[src/rtl/core/srm_pkg.sv]
package srm_pkg;

    // sizes of the store
    localparam int SLOTS     = 8;
    localparam int ID_BITS   = 8;
    localparam int BODY_BITS = 64;

    localparam int PTR_BITS = $clog2(SLOTS + 1);
    localparam int IDX_BITS = $clog2(SLOTS);
    localparam int TAG_BITS = 2 * ID_BITS;

    // slot count as a pointer value; also the null link
    localparam logic [PTR_BITS-1:0] SLOT_CNT = PTR_BITS'(SLOTS);
    localparam logic [PTR_BITS-1:0] NIL      = SLOT_CNT;

    // stream layouts
    localparam int ACT_BITS      = 2;
    localparam int STATUS_BITS   = 3;
    localparam int IN_BODY_LSB   = TAG_BITS;
    localparam int IN_WT_BIT     = TAG_BITS + BODY_BITS;
    localparam int IN_WS_BIT     = IN_WT_BIT + 1;
    localparam int IN_DATA_BITS  = ((TAG_BITS + BODY_BITS + 2 + 7) / 8) * 8;
    localparam int OUT_DATA_BITS = ((TAG_BITS + BODY_BITS + 7) / 8) * 8;
    localparam int OUT_USER_BITS = STATUS_BITS + 1;
    localparam int OUT_PAD_BITS  = OUT_DATA_BITS - TAG_BITS - BODY_BITS;

    typedef enum logic [ACT_BITS-1:0] {
        ACT_DELIVER = 2'd0,
        ACT_RECEIVE = 2'd1,
        ACT_CLEAR   = 2'd2,
        ACT_EXIT    = 2'd3
    } act_t;

    typedef enum logic [STATUS_BITS-1:0] {
        ST_QUEUED   = 3'd0,
        ST_HANDED   = 3'd1,
        ST_FULL     = 3'd2,
        ST_RECEIVED = 3'd3,
        ST_WAITING  = 3'd4,
        ST_FAILED   = 3'd5,
        ST_NO_EFFECT = 3'd6
    } status_t;

    typedef enum logic [1:0] {
        WAIT_NONE    = 2'd0,
        WAIT_PENDING = 2'd1,
        WAIT_FILLED  = 2'd2
    } wait_t;

    typedef enum logic [3:0] {
        OP_NOP,
        OP_LOAD,
        OP_HANDOVER,
        OP_FULL,
        OP_ALLOC,
        OP_TAIL_STEP,
        OP_TAIL_LINK,
        OP_SCAN_START,
        OP_SCAN_STEP,
        OP_TAKE,
        OP_PEND,
        OP_CLEAR,
        OP_EXIT,
        OP_EMIT
    } dp_op_t;

    typedef struct packed {
        act_t action;
        logic waiter_hit;
        logic free_empty;
        logic busy_empty;
        logic tail_done;
        logic scan_end;
        logic scan_hit;
        logic out_free;
    } dp_status_t;

endpackage

[src/rtl/core/selective_receive_mailbox_unit.sv]
// channel  | direction | tdata (lowest bit up)                            | tuser
// ---------+-----------+--------------------------------------------------+----------------------
// s_axis   | in        | msg_type 8, sender 8, payload 64, any_type 1,    | action 2
//          |           | any_sender 1, zero pad 6                         |
// m_axis   | out       | out_type 8, out_sender 8, out_payload 64         | status 3, has_message 1
//
// one transaction is worked at a time: a handover, full, clear or sender-exit
// transaction and a deliver into an empty busy list go from the load step through
// the decide step to the emit step; a deliver that appends walks to the tail one
// slot a cycle and a receive scans the busy list one slot a cycle, both walking
// over the linked slots through the single read port
// s_axis_tready is high only while the controller is idle; a finished result
// sits in the output register, so the next transaction is taken while it waits
// a stalled result holds the controller in its emit step, no state is lost
// reset (rst_n low) chains every slot into the free list, empties the busy
// list and drops any pending receive; no clearing pass is needed
module selective_receive_mailbox_unit (
    input  logic                                clk,
    input  logic                                rst_n,
    input  logic                                s_axis_tvalid,
    output logic                                s_axis_tready,
    // msg_type, sender, payload, any_type, any_sender, zero pad
    input  logic [srm_pkg::IN_DATA_BITS-1:0]    s_axis_tdata,
    // action
    input  logic [srm_pkg::ACT_BITS-1:0]        s_axis_tuser,
    output logic                                m_axis_tvalid,
    input  logic                                m_axis_tready,
    // out_type, out_sender, out_payload
    output logic [srm_pkg::OUT_DATA_BITS-1:0]   m_axis_tdata,
    // status, has_message
    output logic [srm_pkg::OUT_USER_BITS-1:0]   m_axis_tuser
);

    // command from the controller, status back from the datapath
    srm_pkg::dp_op_t     dp_op;
    srm_pkg::dp_status_t dp_status;

    srm_ctrl u_ctrl (
        .clk      (clk),
        .rst_n    (rst_n),
        .in_valid (s_axis_tvalid),
        .in_ready (s_axis_tready),
        .status   (dp_status),
        .op       (dp_op)
    );

    // slot store, list pointers, pending filter and output register
    srm_datapath u_datapath (
        .clk       (clk),
        .rst_n     (rst_n),
        .op        (dp_op),
        .status    (dp_status),
        .in_data   (s_axis_tdata),
        .in_user   (s_axis_tuser),
        .out_valid (m_axis_tvalid),
        .out_ready (m_axis_tready),
        .out_data  (m_axis_tdata),
        .out_user  (m_axis_tuser)
    );

endmodule

[src/rtl/core/srm_datapath.sv]
module srm_datapath (
    input  logic                                   clk,
    input  logic                                   rst_n,
    input  srm_pkg::dp_op_t                        op,
    output srm_pkg::dp_status_t                    status,
    input  logic [srm_pkg::IN_DATA_BITS-1:0]       in_data,
    input  logic [srm_pkg::ACT_BITS-1:0]           in_user,
    output logic                                   out_valid,
    input  logic                                   out_ready,
    output logic [srm_pkg::OUT_DATA_BITS-1:0]      out_data,
    output logic [srm_pkg::OUT_USER_BITS-1:0]      out_user
);

    // captured transaction
    srm_pkg::act_t                      act_reg, act_next;
    logic [srm_pkg::ID_BITS-1:0]        type_reg, type_next;
    logic [srm_pkg::ID_BITS-1:0]        snd_reg, snd_next;
    logic [srm_pkg::BODY_BITS-1:0]      body_reg, body_next;
    logic                               wt_reg, wt_next;
    logic                               ws_reg, ws_next;

    // list pointers and walk state
    logic [srm_pkg::PTR_BITS-1:0]       free_head_reg, free_head_next;
    logic [srm_pkg::PTR_BITS-1:0]       busy_head_reg, busy_head_next;
    logic [srm_pkg::PTR_BITS-1:0]       cur_reg, cur_next;
    logic [srm_pkg::PTR_BITS-1:0]       prev_reg, prev_next;
    logic [srm_pkg::PTR_BITS-1:0]       slot_reg, slot_next;
    logic [srm_pkg::PTR_BITS-1:0]       cnt_reg, cnt_next;

    // pending receive
    srm_pkg::wait_t                     wait_reg, wait_next;
    logic [srm_pkg::ID_BITS-1:0]        ftype_reg, ftype_next;
    logic [srm_pkg::ID_BITS-1:0]        fsnd_reg, fsnd_next;
    logic                               fwt_reg, fwt_next;
    logic                               fws_reg, fws_next;

    // slot store
    logic [srm_pkg::BODY_BITS-1:0]      slot_body_reg [srm_pkg::SLOTS];
    logic [srm_pkg::TAG_BITS-1:0]       slot_tag_reg [srm_pkg::SLOTS];
    logic [srm_pkg::PTR_BITS-1:0]       slot_link_reg [srm_pkg::SLOTS];
    logic [srm_pkg::PTR_BITS-1:0]       slot_link_next [srm_pkg::SLOTS];

    // result and output register
    srm_pkg::status_t                   res_status_reg, res_status_next;
    logic                               res_has_reg, res_has_next;
    logic [srm_pkg::ID_BITS-1:0]        res_type_reg, res_type_next;
    logic [srm_pkg::ID_BITS-1:0]        res_snd_reg, res_snd_next;
    logic [srm_pkg::BODY_BITS-1:0]      res_body_reg, res_body_next;

    logic                               out_valid_reg, out_valid_next;
    srm_pkg::status_t                   out_status_reg, out_status_next;
    logic                               out_has_reg, out_has_next;
    logic [srm_pkg::ID_BITS-1:0]        out_type_reg, out_type_next;
    logic [srm_pkg::ID_BITS-1:0]        out_snd_reg, out_snd_next;
    logic [srm_pkg::BODY_BITS-1:0]      out_body_reg, out_body_next;

    logic [srm_pkg::IDX_BITS-1:0]       cur_idx;
    logic [srm_pkg::IDX_BITS-1:0]       prev_idx;
    logic [srm_pkg::IDX_BITS-1:0]       slot_idx;
    logic [srm_pkg::PTR_BITS-1:0]       cur_link;
    logic [srm_pkg::TAG_BITS-1:0]       cur_tag;
    logic [srm_pkg::ID_BITS-1:0]        cur_type;
    logic [srm_pkg::ID_BITS-1:0]        cur_snd;
    logic                               exit_hit;

    // single read port on the slot store, always at the walk pointer
    assign cur_idx  = cur_reg[srm_pkg::IDX_BITS-1:0];
    assign prev_idx = prev_reg[srm_pkg::IDX_BITS-1:0];
    assign slot_idx = slot_reg[srm_pkg::IDX_BITS-1:0];
    assign cur_link = slot_link_reg[cur_idx];
    assign cur_tag  = slot_tag_reg[cur_idx];
    assign cur_type = cur_tag[srm_pkg::ID_BITS-1:0];
    assign cur_snd  = cur_tag[srm_pkg::TAG_BITS-1:srm_pkg::ID_BITS];

    assign exit_hit = (wait_reg == srm_pkg::WAIT_PENDING) && !fws_reg && (fsnd_reg == snd_reg);

    always_comb
    begin
        status.action     = act_reg;
        status.waiter_hit = (wait_reg == srm_pkg::WAIT_PENDING)
                            && (fwt_reg || (ftype_reg == type_reg))
                            && (fws_reg || (fsnd_reg == snd_reg));
        status.free_empty = !(free_head_reg < srm_pkg::SLOT_CNT);
        status.busy_empty = !(busy_head_reg < srm_pkg::SLOT_CNT);
        status.tail_done  = (cnt_reg == srm_pkg::SLOT_CNT) || !(cur_link < srm_pkg::SLOT_CNT);
        status.scan_end   = (cnt_reg == srm_pkg::SLOT_CNT) || !(cur_reg < srm_pkg::SLOT_CNT);
        status.scan_hit   = (wt_reg || (type_reg == cur_type)) && (ws_reg || (snd_reg == cur_snd));
        status.out_free   = !out_valid_reg || out_ready;
    end

    always_comb
    begin
        act_next        = act_reg;
        type_next       = type_reg;
        snd_next        = snd_reg;
        body_next       = body_reg;
        wt_next         = wt_reg;
        ws_next         = ws_reg;
        free_head_next  = free_head_reg;
        busy_head_next  = busy_head_reg;
        cur_next        = cur_reg;
        prev_next       = prev_reg;
        slot_next       = slot_reg;
        cnt_next        = cnt_reg;
        wait_next       = wait_reg;
        ftype_next      = ftype_reg;
        fsnd_next       = fsnd_reg;
        fwt_next        = fwt_reg;
        fws_next        = fws_reg;
        slot_link_next  = slot_link_reg;
        res_status_next = res_status_reg;
        res_has_next    = res_has_reg;
        res_type_next   = res_type_reg;
        res_snd_next    = res_snd_reg;
        res_body_next   = res_body_reg;
        out_status_next = out_status_reg;
        out_has_next    = out_has_reg;
        out_type_next   = out_type_reg;
        out_snd_next    = out_snd_reg;
        out_body_next   = out_body_reg;
        out_valid_next  = out_valid_reg && !out_ready;

        case (op)
            srm_pkg::OP_LOAD:
            begin
                act_next  = srm_pkg::act_t'(in_user);
                type_next = in_data[srm_pkg::ID_BITS-1:0];
                snd_next  = in_data[srm_pkg::TAG_BITS-1:srm_pkg::ID_BITS];
                body_next = in_data[srm_pkg::IN_BODY_LSB +: srm_pkg::BODY_BITS];
                wt_next   = in_data[srm_pkg::IN_WT_BIT];
                ws_next   = in_data[srm_pkg::IN_WS_BIT];
                // park the read port on the free head for an allocation
                cur_next  = free_head_reg;
            end
            srm_pkg::OP_HANDOVER:
            begin
                wait_next       = srm_pkg::WAIT_FILLED;
                res_status_next = srm_pkg::ST_HANDED;
                res_has_next    = 1'b1;
                res_type_next   = type_reg;
                res_snd_next    = snd_reg;
                res_body_next   = body_reg;
            end
            srm_pkg::OP_FULL:
            begin
                res_status_next = srm_pkg::ST_FULL;
                res_has_next    = 1'b0;
                res_type_next   = '0;
                res_snd_next    = '0;
                res_body_next   = '0;
            end
            srm_pkg::OP_ALLOC:
            begin
                free_head_next          = cur_link;
                slot_link_next[cur_idx] = srm_pkg::NIL;
                slot_next               = cur_reg;
                if (!(busy_head_reg < srm_pkg::SLOT_CNT))
                begin
                    busy_head_next = cur_reg;
                end
                cur_next        = busy_head_reg;
                cnt_next        = '0;
                res_status_next = srm_pkg::ST_QUEUED;
                res_has_next    = 1'b0;
                res_type_next   = '0;
                res_snd_next    = '0;
                res_body_next   = '0;
            end
            srm_pkg::OP_TAIL_STEP:
            begin
                cur_next = cur_link;
                cnt_next = cnt_reg + 1'b1;
            end
            srm_pkg::OP_TAIL_LINK:
            begin
                if (cur_link < srm_pkg::SLOT_CNT)
                begin
                    slot_link_next[slot_idx] = cur_link;
                end
                slot_link_next[cur_idx] = slot_reg;
            end
            srm_pkg::OP_SCAN_START:
            begin
                cur_next  = busy_head_reg;
                prev_next = srm_pkg::NIL;
                cnt_next  = '0;
            end
            srm_pkg::OP_SCAN_STEP:
            begin
                prev_next = cur_reg;
                cur_next  = cur_link;
                cnt_next  = cnt_reg + 1'b1;
            end
            srm_pkg::OP_TAKE:
            begin
                if (!(prev_reg < srm_pkg::SLOT_CNT))
                begin
                    busy_head_next = cur_link;
                end
                else
                begin
                    slot_link_next[prev_idx] = cur_link;
                end
                slot_link_next[cur_idx] = free_head_reg;
                free_head_next          = cur_reg;
                res_status_next         = srm_pkg::ST_RECEIVED;
                res_has_next            = 1'b1;
                res_type_next           = cur_type;
                res_snd_next            = cur_snd;
                res_body_next           = slot_body_reg[cur_idx];
            end
            srm_pkg::OP_PEND:
            begin
                wait_next       = srm_pkg::WAIT_PENDING;
                ftype_next      = type_reg;
                fsnd_next       = snd_reg;
                fwt_next        = wt_reg;
                fws_next        = ws_reg;
                res_status_next = srm_pkg::ST_WAITING;
                res_has_next    = 1'b0;
                res_type_next   = '0;
                res_snd_next    = '0;
                res_body_next   = '0;
            end
            srm_pkg::OP_CLEAR:
            begin
                wait_next       = srm_pkg::WAIT_NONE;
                res_status_next = srm_pkg::ST_NO_EFFECT;
                res_has_next    = 1'b0;
                res_type_next   = '0;
                res_snd_next    = '0;
                res_body_next   = '0;
            end
            srm_pkg::OP_EXIT:
            begin
                if (exit_hit)
                begin
                    wait_next       = srm_pkg::WAIT_NONE;
                    res_status_next = srm_pkg::ST_FAILED;
                end
                else
                begin
                    res_status_next = srm_pkg::ST_NO_EFFECT;
                end
                res_has_next  = 1'b0;
                res_type_next = '0;
                res_snd_next  = '0;
                res_body_next = '0;
            end
            srm_pkg::OP_EMIT:
            begin
                out_valid_next  = 1'b1;
                out_status_next = res_status_reg;
                out_has_next    = res_has_reg;
                out_type_next   = res_type_reg;
                out_snd_next    = res_snd_reg;
                out_body_next   = res_body_reg;
            end
            default:
            begin
            end
        endcase
    end

    // control state
    always_ff @(posedge clk or negedge rst_n)
    begin
        if (!rst_n)
        begin
            free_head_reg <= '0;
            busy_head_reg <= srm_pkg::NIL;
            wait_reg      <= srm_pkg::WAIT_NONE;
            ftype_reg     <= '0;
            fsnd_reg      <= '0;
            fwt_reg       <= 1'b0;
            fws_reg       <= 1'b0;
            out_valid_reg <= 1'b0;
            for (int i = 0; i < srm_pkg::SLOTS; i++)
            begin
                slot_link_reg[i] <= (i == srm_pkg::SLOTS - 1) ? srm_pkg::NIL
                                                              : srm_pkg::PTR_BITS'(i + 1);
            end
        end
        else
        begin
            free_head_reg <= free_head_next;
            busy_head_reg <= busy_head_next;
            wait_reg      <= wait_next;
            ftype_reg     <= ftype_next;
            fsnd_reg      <= fsnd_next;
            fwt_reg       <= fwt_next;
            fws_reg       <= fws_next;
            out_valid_reg <= out_valid_next;
            slot_link_reg <= slot_link_next;
        end
    end

    // payload and walk registers
    always_ff @(posedge clk)
    begin
        act_reg        <= act_next;
        type_reg       <= type_next;
        snd_reg        <= snd_next;
        body_reg       <= body_next;
        wt_reg         <= wt_next;
        ws_reg         <= ws_next;
        cur_reg        <= cur_next;
        prev_reg       <= prev_next;
        slot_reg       <= slot_next;
        cnt_reg        <= cnt_next;
        res_status_reg <= res_status_next;
        res_has_reg    <= res_has_next;
        res_type_reg   <= res_type_next;
        res_snd_reg    <= res_snd_next;
        res_body_reg   <= res_body_next;
        out_status_reg <= out_status_next;
        out_has_reg    <= out_has_next;
        out_type_reg   <= out_type_next;
        out_snd_reg    <= out_snd_next;
        out_body_reg   <= out_body_next;
    end

    // message store, written at the free head on allocation
    always_ff @(posedge clk)
    begin
        if (op == srm_pkg::OP_ALLOC)
        begin
            slot_body_reg[cur_idx] <= body_reg;
            slot_tag_reg[cur_idx]  <= {snd_reg, type_reg};
        end
    end

    assign out_valid = out_valid_reg;
    assign out_data  = {{srm_pkg::OUT_PAD_BITS{1'b0}}, out_body_reg, out_snd_reg, out_type_reg};
    assign out_user  = {out_has_reg, out_status_reg};

endmodule

[src/rtl/core/srm_ctrl.sv]
module srm_ctrl (
    input  logic                clk,
    input  logic                rst_n,
    input  logic                in_valid,
    output logic                in_ready,
    input  srm_pkg::dp_status_t status,
    output srm_pkg::dp_op_t     op
);

    typedef enum logic [4:0] {
        S_IDLE   = 5'b00001,
        S_DECIDE = 5'b00010,
        S_TAIL   = 5'b00100,
        S_SCAN   = 5'b01000,
        S_EMIT   = 5'b10000
    } state_t;

    state_t state_reg, state_next;

    assign in_ready = (state_reg == S_IDLE);

    always_comb
    begin
        state_next = state_reg;
        op         = srm_pkg::OP_NOP;
        case (state_reg)
            S_IDLE:
            begin
                if (in_valid)
                begin
                    op         = srm_pkg::OP_LOAD;
                    state_next = S_DECIDE;
                end
            end
            S_DECIDE:
            begin
                case (status.action)
                    srm_pkg::ACT_DELIVER:
                    begin
                        if (status.waiter_hit)
                        begin
                            op         = srm_pkg::OP_HANDOVER;
                            state_next = S_EMIT;
                        end
                        else if (status.free_empty)
                        begin
                            op         = srm_pkg::OP_FULL;
                            state_next = S_EMIT;
                        end
                        else
                        begin
                            op         = srm_pkg::OP_ALLOC;
                            state_next = status.busy_empty ? S_EMIT : S_TAIL;
                        end
                    end
                    srm_pkg::ACT_RECEIVE:
                    begin
                        op         = srm_pkg::OP_SCAN_START;
                        state_next = S_SCAN;
                    end
                    srm_pkg::ACT_CLEAR:
                    begin
                        op         = srm_pkg::OP_CLEAR;
                        state_next = S_EMIT;
                    end
                    default:
                    begin
                        op         = srm_pkg::OP_EXIT;
                        state_next = S_EMIT;
                    end
                endcase
            end
            S_TAIL:
            begin
                if (status.tail_done)
                begin
                    op         = srm_pkg::OP_TAIL_LINK;
                    state_next = S_EMIT;
                end
                else
                begin
                    op = srm_pkg::OP_TAIL_STEP;
                end
            end
            S_SCAN:
            begin
                if (status.scan_end)
                begin
                    op         = srm_pkg::OP_PEND;
                    state_next = S_EMIT;
                end
                else if (status.scan_hit)
                begin
                    op         = srm_pkg::OP_TAKE;
                    state_next = S_EMIT;
                end
                else
                begin
                    op = srm_pkg::OP_SCAN_STEP;
                end
            end
            S_EMIT:
            begin
                if (status.out_free)
                begin
                    op         = srm_pkg::OP_EMIT;
                    state_next = S_IDLE;
                end
            end
            default:
            begin
                state_next = S_IDLE;
            end
        endcase
    end

    always_ff @(posedge clk or negedge rst_n)
    begin
        if (!rst_n)
        begin
            state_reg <= S_IDLE;
        end
        else
        begin
            state_reg <= state_next;
        end
    end

endmodule

[config.mk]
export PLATFORM = sky130hd
export DESIGN_NAME = selective_receive_mailbox_unit
export DESIGN_NICKNAME = d
export VERILOG_FILES = /design/src/rtl/core/srm_pkg.sv /design/src/rtl/core/selective_receive_mailbox_unit.sv /design/src/rtl/core/srm_datapath.sv /design/src/rtl/core/srm_ctrl.sv
export SDC_FILE = /design/constraint.sdc
export NUM_CORES = 1
export LEC_CHECK = 0
export BUFFER_PORTS_ARGS = -buffer_cell sky130_fd_sc_hd__clkbuf_2
export CORE_AREA = 2 2 267 374
export CTS_BUF_LIST = sky130_fd_sc_hd__clkbuf_4
export DETAILED_ROUTE_END_ITERATION = 6
export DIE_AREA = 0 0 269 376
export GPL_ROUTABILITY_DRIVEN = 0
export SLEW_MARGIN = 20
export SYNTH_ARGS = -nofsm -noshare
export SYNTH_HDL_FRONTEND = slang
export SYNTH_SLANG_ARGS = --single-unit
[constraint.sdc]
create_clock -name clk -period 28.7 [get_ports clk]
set_input_delay 4.305 -clock clk [delete_from_list [all_inputs] [get_ports clk]]
set_output_delay 4.305 -clock clk [all_outputs]
set_load 0.01 [all_outputs]
; ---- Yosys cells after proc, flatten, opt, wreduce, memory -nomap -nowiden
; Memory sizes are Yosys's and may differ from the RTL's. A register that Yosys moved wholly into a read port is not among the register bits.
; Cells that the tools add are included.
[totals]
mem_bits_rw = 640
regBits = 334
inputBits = 94
memories = 2
[op_classes]
addsub = 1
n_reduce_logical = 38
mux = 57
n_lt_le_gt_ge = 11
bitwise = 6
n_eq_ne = 33
[memory_table]
columns = name, words, width, rd, rd_clocked_by_memory_dff, write_ports, line
row1 = u_datapath.slot_body_reg, 8, 64, 1, 1, 1, srm_datapath.sv:38  ; logic [srm_pkg::BODY_BITS-1:0] slot_body_reg [srm_pkg::SLOTS];
row2 = u_datapath.slot_tag_reg, 8, 16, 1, 1, 1, srm_datapath.sv:39  ; logic [srm_pkg::TAG_BITS-1:0] slot_tag_reg [srm_pkg::SLOTS];
[ops]
columns = op, n
row1 = $pmux W64 S3, 1
row2 = $bwmux W32, 4
row3 = $mux W32, 4
row4 = $pmux W32 S3, 1
row5 = $pmux W8 S3, 2
row6 = $mux W4, 10
row7 = $mux W5, 8
row8 = $demux W4 S3, 3
row9 = $eq A8 B8 Y1, 4
row10 = $pmux W4 S2, 4
row11 = $eq A4 B4 Y1 const B, 7
row12 = $pmux W5 S5, 1
row13 = $and A24 B24 Y24, 1
row14 = $not A24 Y24, 1
row15 = $pmux W4 S3, 2
row16 = $pmux W3 S7, 1
row17 = $lt A4 B4 Y1 const B, 5
row18 = $pmux W4 S5, 1
row19 = $eq A4 B3 Y1 const B, 4
row20 = $bmux W4 S3, 1
row21 = $ge A4 B4 Y1 const B, 3
row22 = $lt A4 B1 Y1 const B, 3
row23 = $not A3 Y4, 3
row24 = $ne A2 B2 Y1 const B, 5
row25 = 32 further kinds, 67

; ---- Depth between registers and ports, before layout
[logic_depth]
ltp_word = 13
ltp_mapped = 14

; ---- Modules after synthesis
; A second synthesis with hierarchy kept.
[hier_totals]
hier_cells = 2116
hier_area_um2 = 38406.8
[modules_own_cells]
columns = mod, seq_area_each_um2, n_inst, area_each_um2, cells_each
row1 = srm_datapath, 28870.2, 1, 37921.4, 2059
row2 = srm_ctrl, 126.4, 1, 485.5, 57

; ---- Least setup slack after synthesis
; OpenSTA, ideal clock, no wires.
[synth_timing]
path_type = input -> register
start = in m_axis_tready
end = reg u_datapath.slot_link_reg[0] (netlist name)
required_time_ps = 28571
t_arrival_ps = 13892
path_stages = 8
setup_slack_ps = 14678
path_cell_list = nand2b_1 nand2b_1 and3_1 a21o_1 clkbuf_1 nor4_1 nor3_1 a221o_1
[synth_between]
elab_chain_cells = 5
word_cells_on_any_way = 8
cone_classes = eq/ne: 3 / mux: 3 / reduce/logical: 2
[synth_rtl]
columns = item, line
row1 = start: declaration, selective_receive_mailbox_unit.sv:27  ; input logic m_axis_tready,
row2 = $logic_or A1 B1 Y1 (*), srm_datapath.sv:88  ; status.out_free = !out_valid_reg || out_ready;
row3 = $mux W4 (*), srm_ctrl.sv:104  ; if (status.out_free)
row4 = $pmux W4 S5 (*), srm_ctrl.sv:26  ; case (state_reg)
row5 = $eq A4 B4 Y1 / $eq A4 B3 Y1 (equally long branches), srm_datapath.sv:123  ; case (op)
row6 = $pmux W32 S3 / $reduce_bool A3 Y1 (equally long branches), -
row7 = end signal: indexed assignment, srm_datapath.sv:280  ; slot_link_reg[i] <= (i == srm_pkg::SLOTS - 1) ? srm_pkg::NIL
row8 = end signal: assignment, srm_datapath.sv:294  ; slot_link_reg <= slot_link_next;
row9 = end: declaration, srm_datapath.sv:40  ; logic [srm_pkg::PTR_BITS-1:0] slot_link_reg [srm_pkg::SLOTS];
; Every way passes the cells marked *; elsewhere a longest branch is shown, timed or not.
; A chain may end at the register's enable or synchronous reset.

; ---- Worst setup path in the final report
[layout_timing]
start = in m_axis_tready
end = reg u_datapath.slot_link_reg[4] (netlist name)
; The elaborated chain is that of the path after synthesis.

==> results.md <==
- Cell Rows: ~140
- Worst-Margin Slew: between 1000 and 1500 ps
- Worst path slowest cell: buf_4
- Final HPWL DP: between 50,000 and 60,000 um
- Peak VDD IR: between 0.05 and 0.06 mV
- CTS tree: done
- Count of pins over their slew limit: 0
- DRT Wirelength: between 90,000 and 100,000 um
- Period utilization: 0.241
- Buffers added on ports: 173
- Avg Synthesized Cell Area: 18.3 sq um
- RSZ-0062 raised after global routing: false
- CTS sink cnt: around 980
- Clk_lat worst skew: between 1000 and 1500 ps
- TNS Setup: 0 ps
- CP Class: in2reg
- Initial Utilization: 0.397
- Arr. time, crit path: 7900 ps
- Total grt overflow: 0
- Max stage delay on crit path: between 700 and 800 ps
- LEAKAGE: 15.5 nW
- Critical-path cell list: clkbuf_2 > nand2b_1 > nand2b_1 > and3_1 > a21o_1 > nor4_2 > buf_4 > buf_4 > nor3_1 > a221o_1
- DRC: 0
- Max-cap viol count: 0
- Seq/Total Area, Yosys: 0.747
- Tmin final: about 7000 ps
- Vias: roughly 21,000
- Nets: 2,540
- I/O pin total: 180
- Largest net degree at the start of global routing: 75
- Pre-CTS setup slack: slightly above 20,000 ps
- Status: completed
- CTS root buf: clkbuf_4
- P&R area growth vs syn: 13.8%
- Min-delay worst type: reg2reg
- Post-detailed-route count of antenna-violating nets: 0
- CTS clock-pin slew for the worst setup and hold paths: 70 ps
- Die W: 269 um
- Clock Path Buffers: 3
- Worst setup SP type: input pin
- Setup ws final: around 22,000 ps
- Ys Warns: 0
- Asr flop ratio synth: 0.0676
- Die area: ~100,000 sq um
- Die H: about 380 um
- Post CTS Setup Buffer Count: 0
- Crit Path Max Fanout: 43
- All-Layer GR Usage: 0.183
- First-pass GRT wire length: about 140,000 um
- Fin Clk Skew: approximately 100 ps
- Initial antenna violation count: 3
- Area of the mapped netlist: 38,800 sq um
- Share of cells above drive strength 1: 0.297
- Routed len/inst: about 23 um
- Ys flop type: edfxtp_1
- Yosys cell types: 77
- Endpoint class of the critical path: flip-flop
- Hold_buf cts: 0
- Final Hold Vio Count: 0
- Synth Register Bits: between 900 and 1,000
- Max reg flops: slightly above 500
- Number of global-route vias before repair: around 23,000
- Cells after Synth: 2,117
- # H-tree levels: 4
- Maximum clock rate: about 140 MHz
- Number of synthesized flops with an enable pin: slightly above 900
- Req. time, crit path: between 20,000 and 30,000 ps
- Worst slew margin: 0.261
- TritonCTS Buffers: between 200 and 250
- Core ar.: just under 100,000 sq um
- Endpoints failing setup: 0
- Net Count, Synth: between 2,000 and 2,500
- Power per Cell Area: around 94 nW/um^2
- TritonRoute pass-1 iters: 6
- Initial drt markers: 1,715
- Via density: between 5 and 6
- Post-CTS sizing: 0
[cell usage in the layout, fill, tap and decap left out, drive strengths merged, types with 47 or more instances in the layout]
| cell type | instances |
|---|---|
| mux2i | 173 |
| nand2 | 127 |
| o22ai | 81 |
| buf | 48 |
| dfrtp | 51 |
| nor2 | 71 |
| o21ai | 47 |
| edfxtp | 908 |
| clkinv | 78 |
| clkbuf | 505 |
| mux4 | 136 |
[synthesized netlist by cell type, types with 19 or more instances]
master    number  area share
dfrtp_1       51       0.033
xor2_1        19      0.0043
edfxtp_1     908        0.70
a22o_1        25      0.0056
nor3_1        27      0.0035
a211oi_1      25      0.0048
mux2i_1      172       0.044
clkbuf_1      57      0.0055
buf_1         23      0.0022
nand2_1      127       0.012
o21ai_0       47      0.0061
buf_2         36      0.0046
mux4_2       136       0.079
a21oi_1       31      0.0040
a221o_1       28      0.0072
o22ai_1       81       0.013
nor2_1        71      0.0069
[cells by family (layout without fill, tap and decap cells)]
| logic type | count (synthesis) | count (layout) | synth area share |
|---|---|---|---|
| XOR/XNOR | 23 | 23 | 0.00519 |
| multiplexers | 333 | 333 | 0.131 |
| other | 0 | 8 | 0 |
| buffers and inverters | 145 | 656 | 0.0178 |
| adder cells (fa/ha/maj) | 7 | 7 | 0.00226 |
| AND/OR/NAND/NOR | 331 | 331 | 0.0419 |
| AO/OA/AOI/OAI | 301 | 301 | 0.0549 |
| flip-flops | 977 | 977 | 0.747 |
[worst paths after layout]
path                            slack, ps  depth (start not counted)                          end                   startpoint
worst min-delay path                  380                          0  u_datapath.out_body_reg[28]  u_datapath.res_body_reg[28]
worst min register to register        380                          0  u_datapath.out_body_reg[28]  u_datapath.res_body_reg[28]
worst max-delay path                21770                         10  u_datapath.slot_link_reg[4]                m_axis_tready
worst max register to register      23050                         11  u_datapath.res_body_reg[45]                    flip-flop
max in group asynchronous           24370                          2  u_datapath.free_head_reg[0]                        rst_n
min in group asynchronous            3140                          1         u_datapath.out_valid                        rst_n
[power breakdown]
group,switching [W],total (W),internal [W],leakage [nW]
clock,0.000543,0.00111,0.000571,1.76
sequential,0.000189,0.00201,0.00182,9.08
combinational,0.000578,0.00102,0.000439,4.68
[critical path: cells and delay by family]
family	cells	cell delay (ps)
buffers and inverters	3	1340
and+or+nand+nor	5	1320
AOI/OAI and AO/OA	2	840
[layer usage]
metal / wire, um / share of wire / vias up / global-route usage
met5: 0 / 0 / - / 0
met1: 37100 / 0.41 / 10900 / 0.227
met2: 46600 / 0.51 / 758 / 0.307
met4: 2120 / 0.023 / 0 / 0.0747
li1: - / - / 9408 / -
met3: 5300 / 0.058 / 178 / 0.0427
[final cells by class]
class | instances | area, sq um
timing repair buffer | 220 | 1230
clock buffer | 333 | 2500
sequential | 977 | 29000
clock inverter | 88 | 479
tap | 1311 | 1640
antenna | 8 | 20.0
inverter | 15 | 63.8
multi-input combinational | 995 | 9240
fill | 8535 | 53700
[per-stage QoR]
stage / instance area [sq um] / std cells / power [W] / hold slack, ps / utilization
floorplan: 38800 / 2117 / 0.00273 / 400 / -
global placement: 41100 / 3516 / 0.00302 / 402 / 0.420
detailed placement: 41100 / 3516 / 0.00305 / 405 / 0.420
CTS: 44100 / 3937 / 0.00419 / 383 / 0.451
global route: 44200 / 3947 / 0.00436 / 397 / 0.451
finish: 44200 / 3947 / 0.00414 / 385 / 0.451
Power figures use the tool's default switching activity.
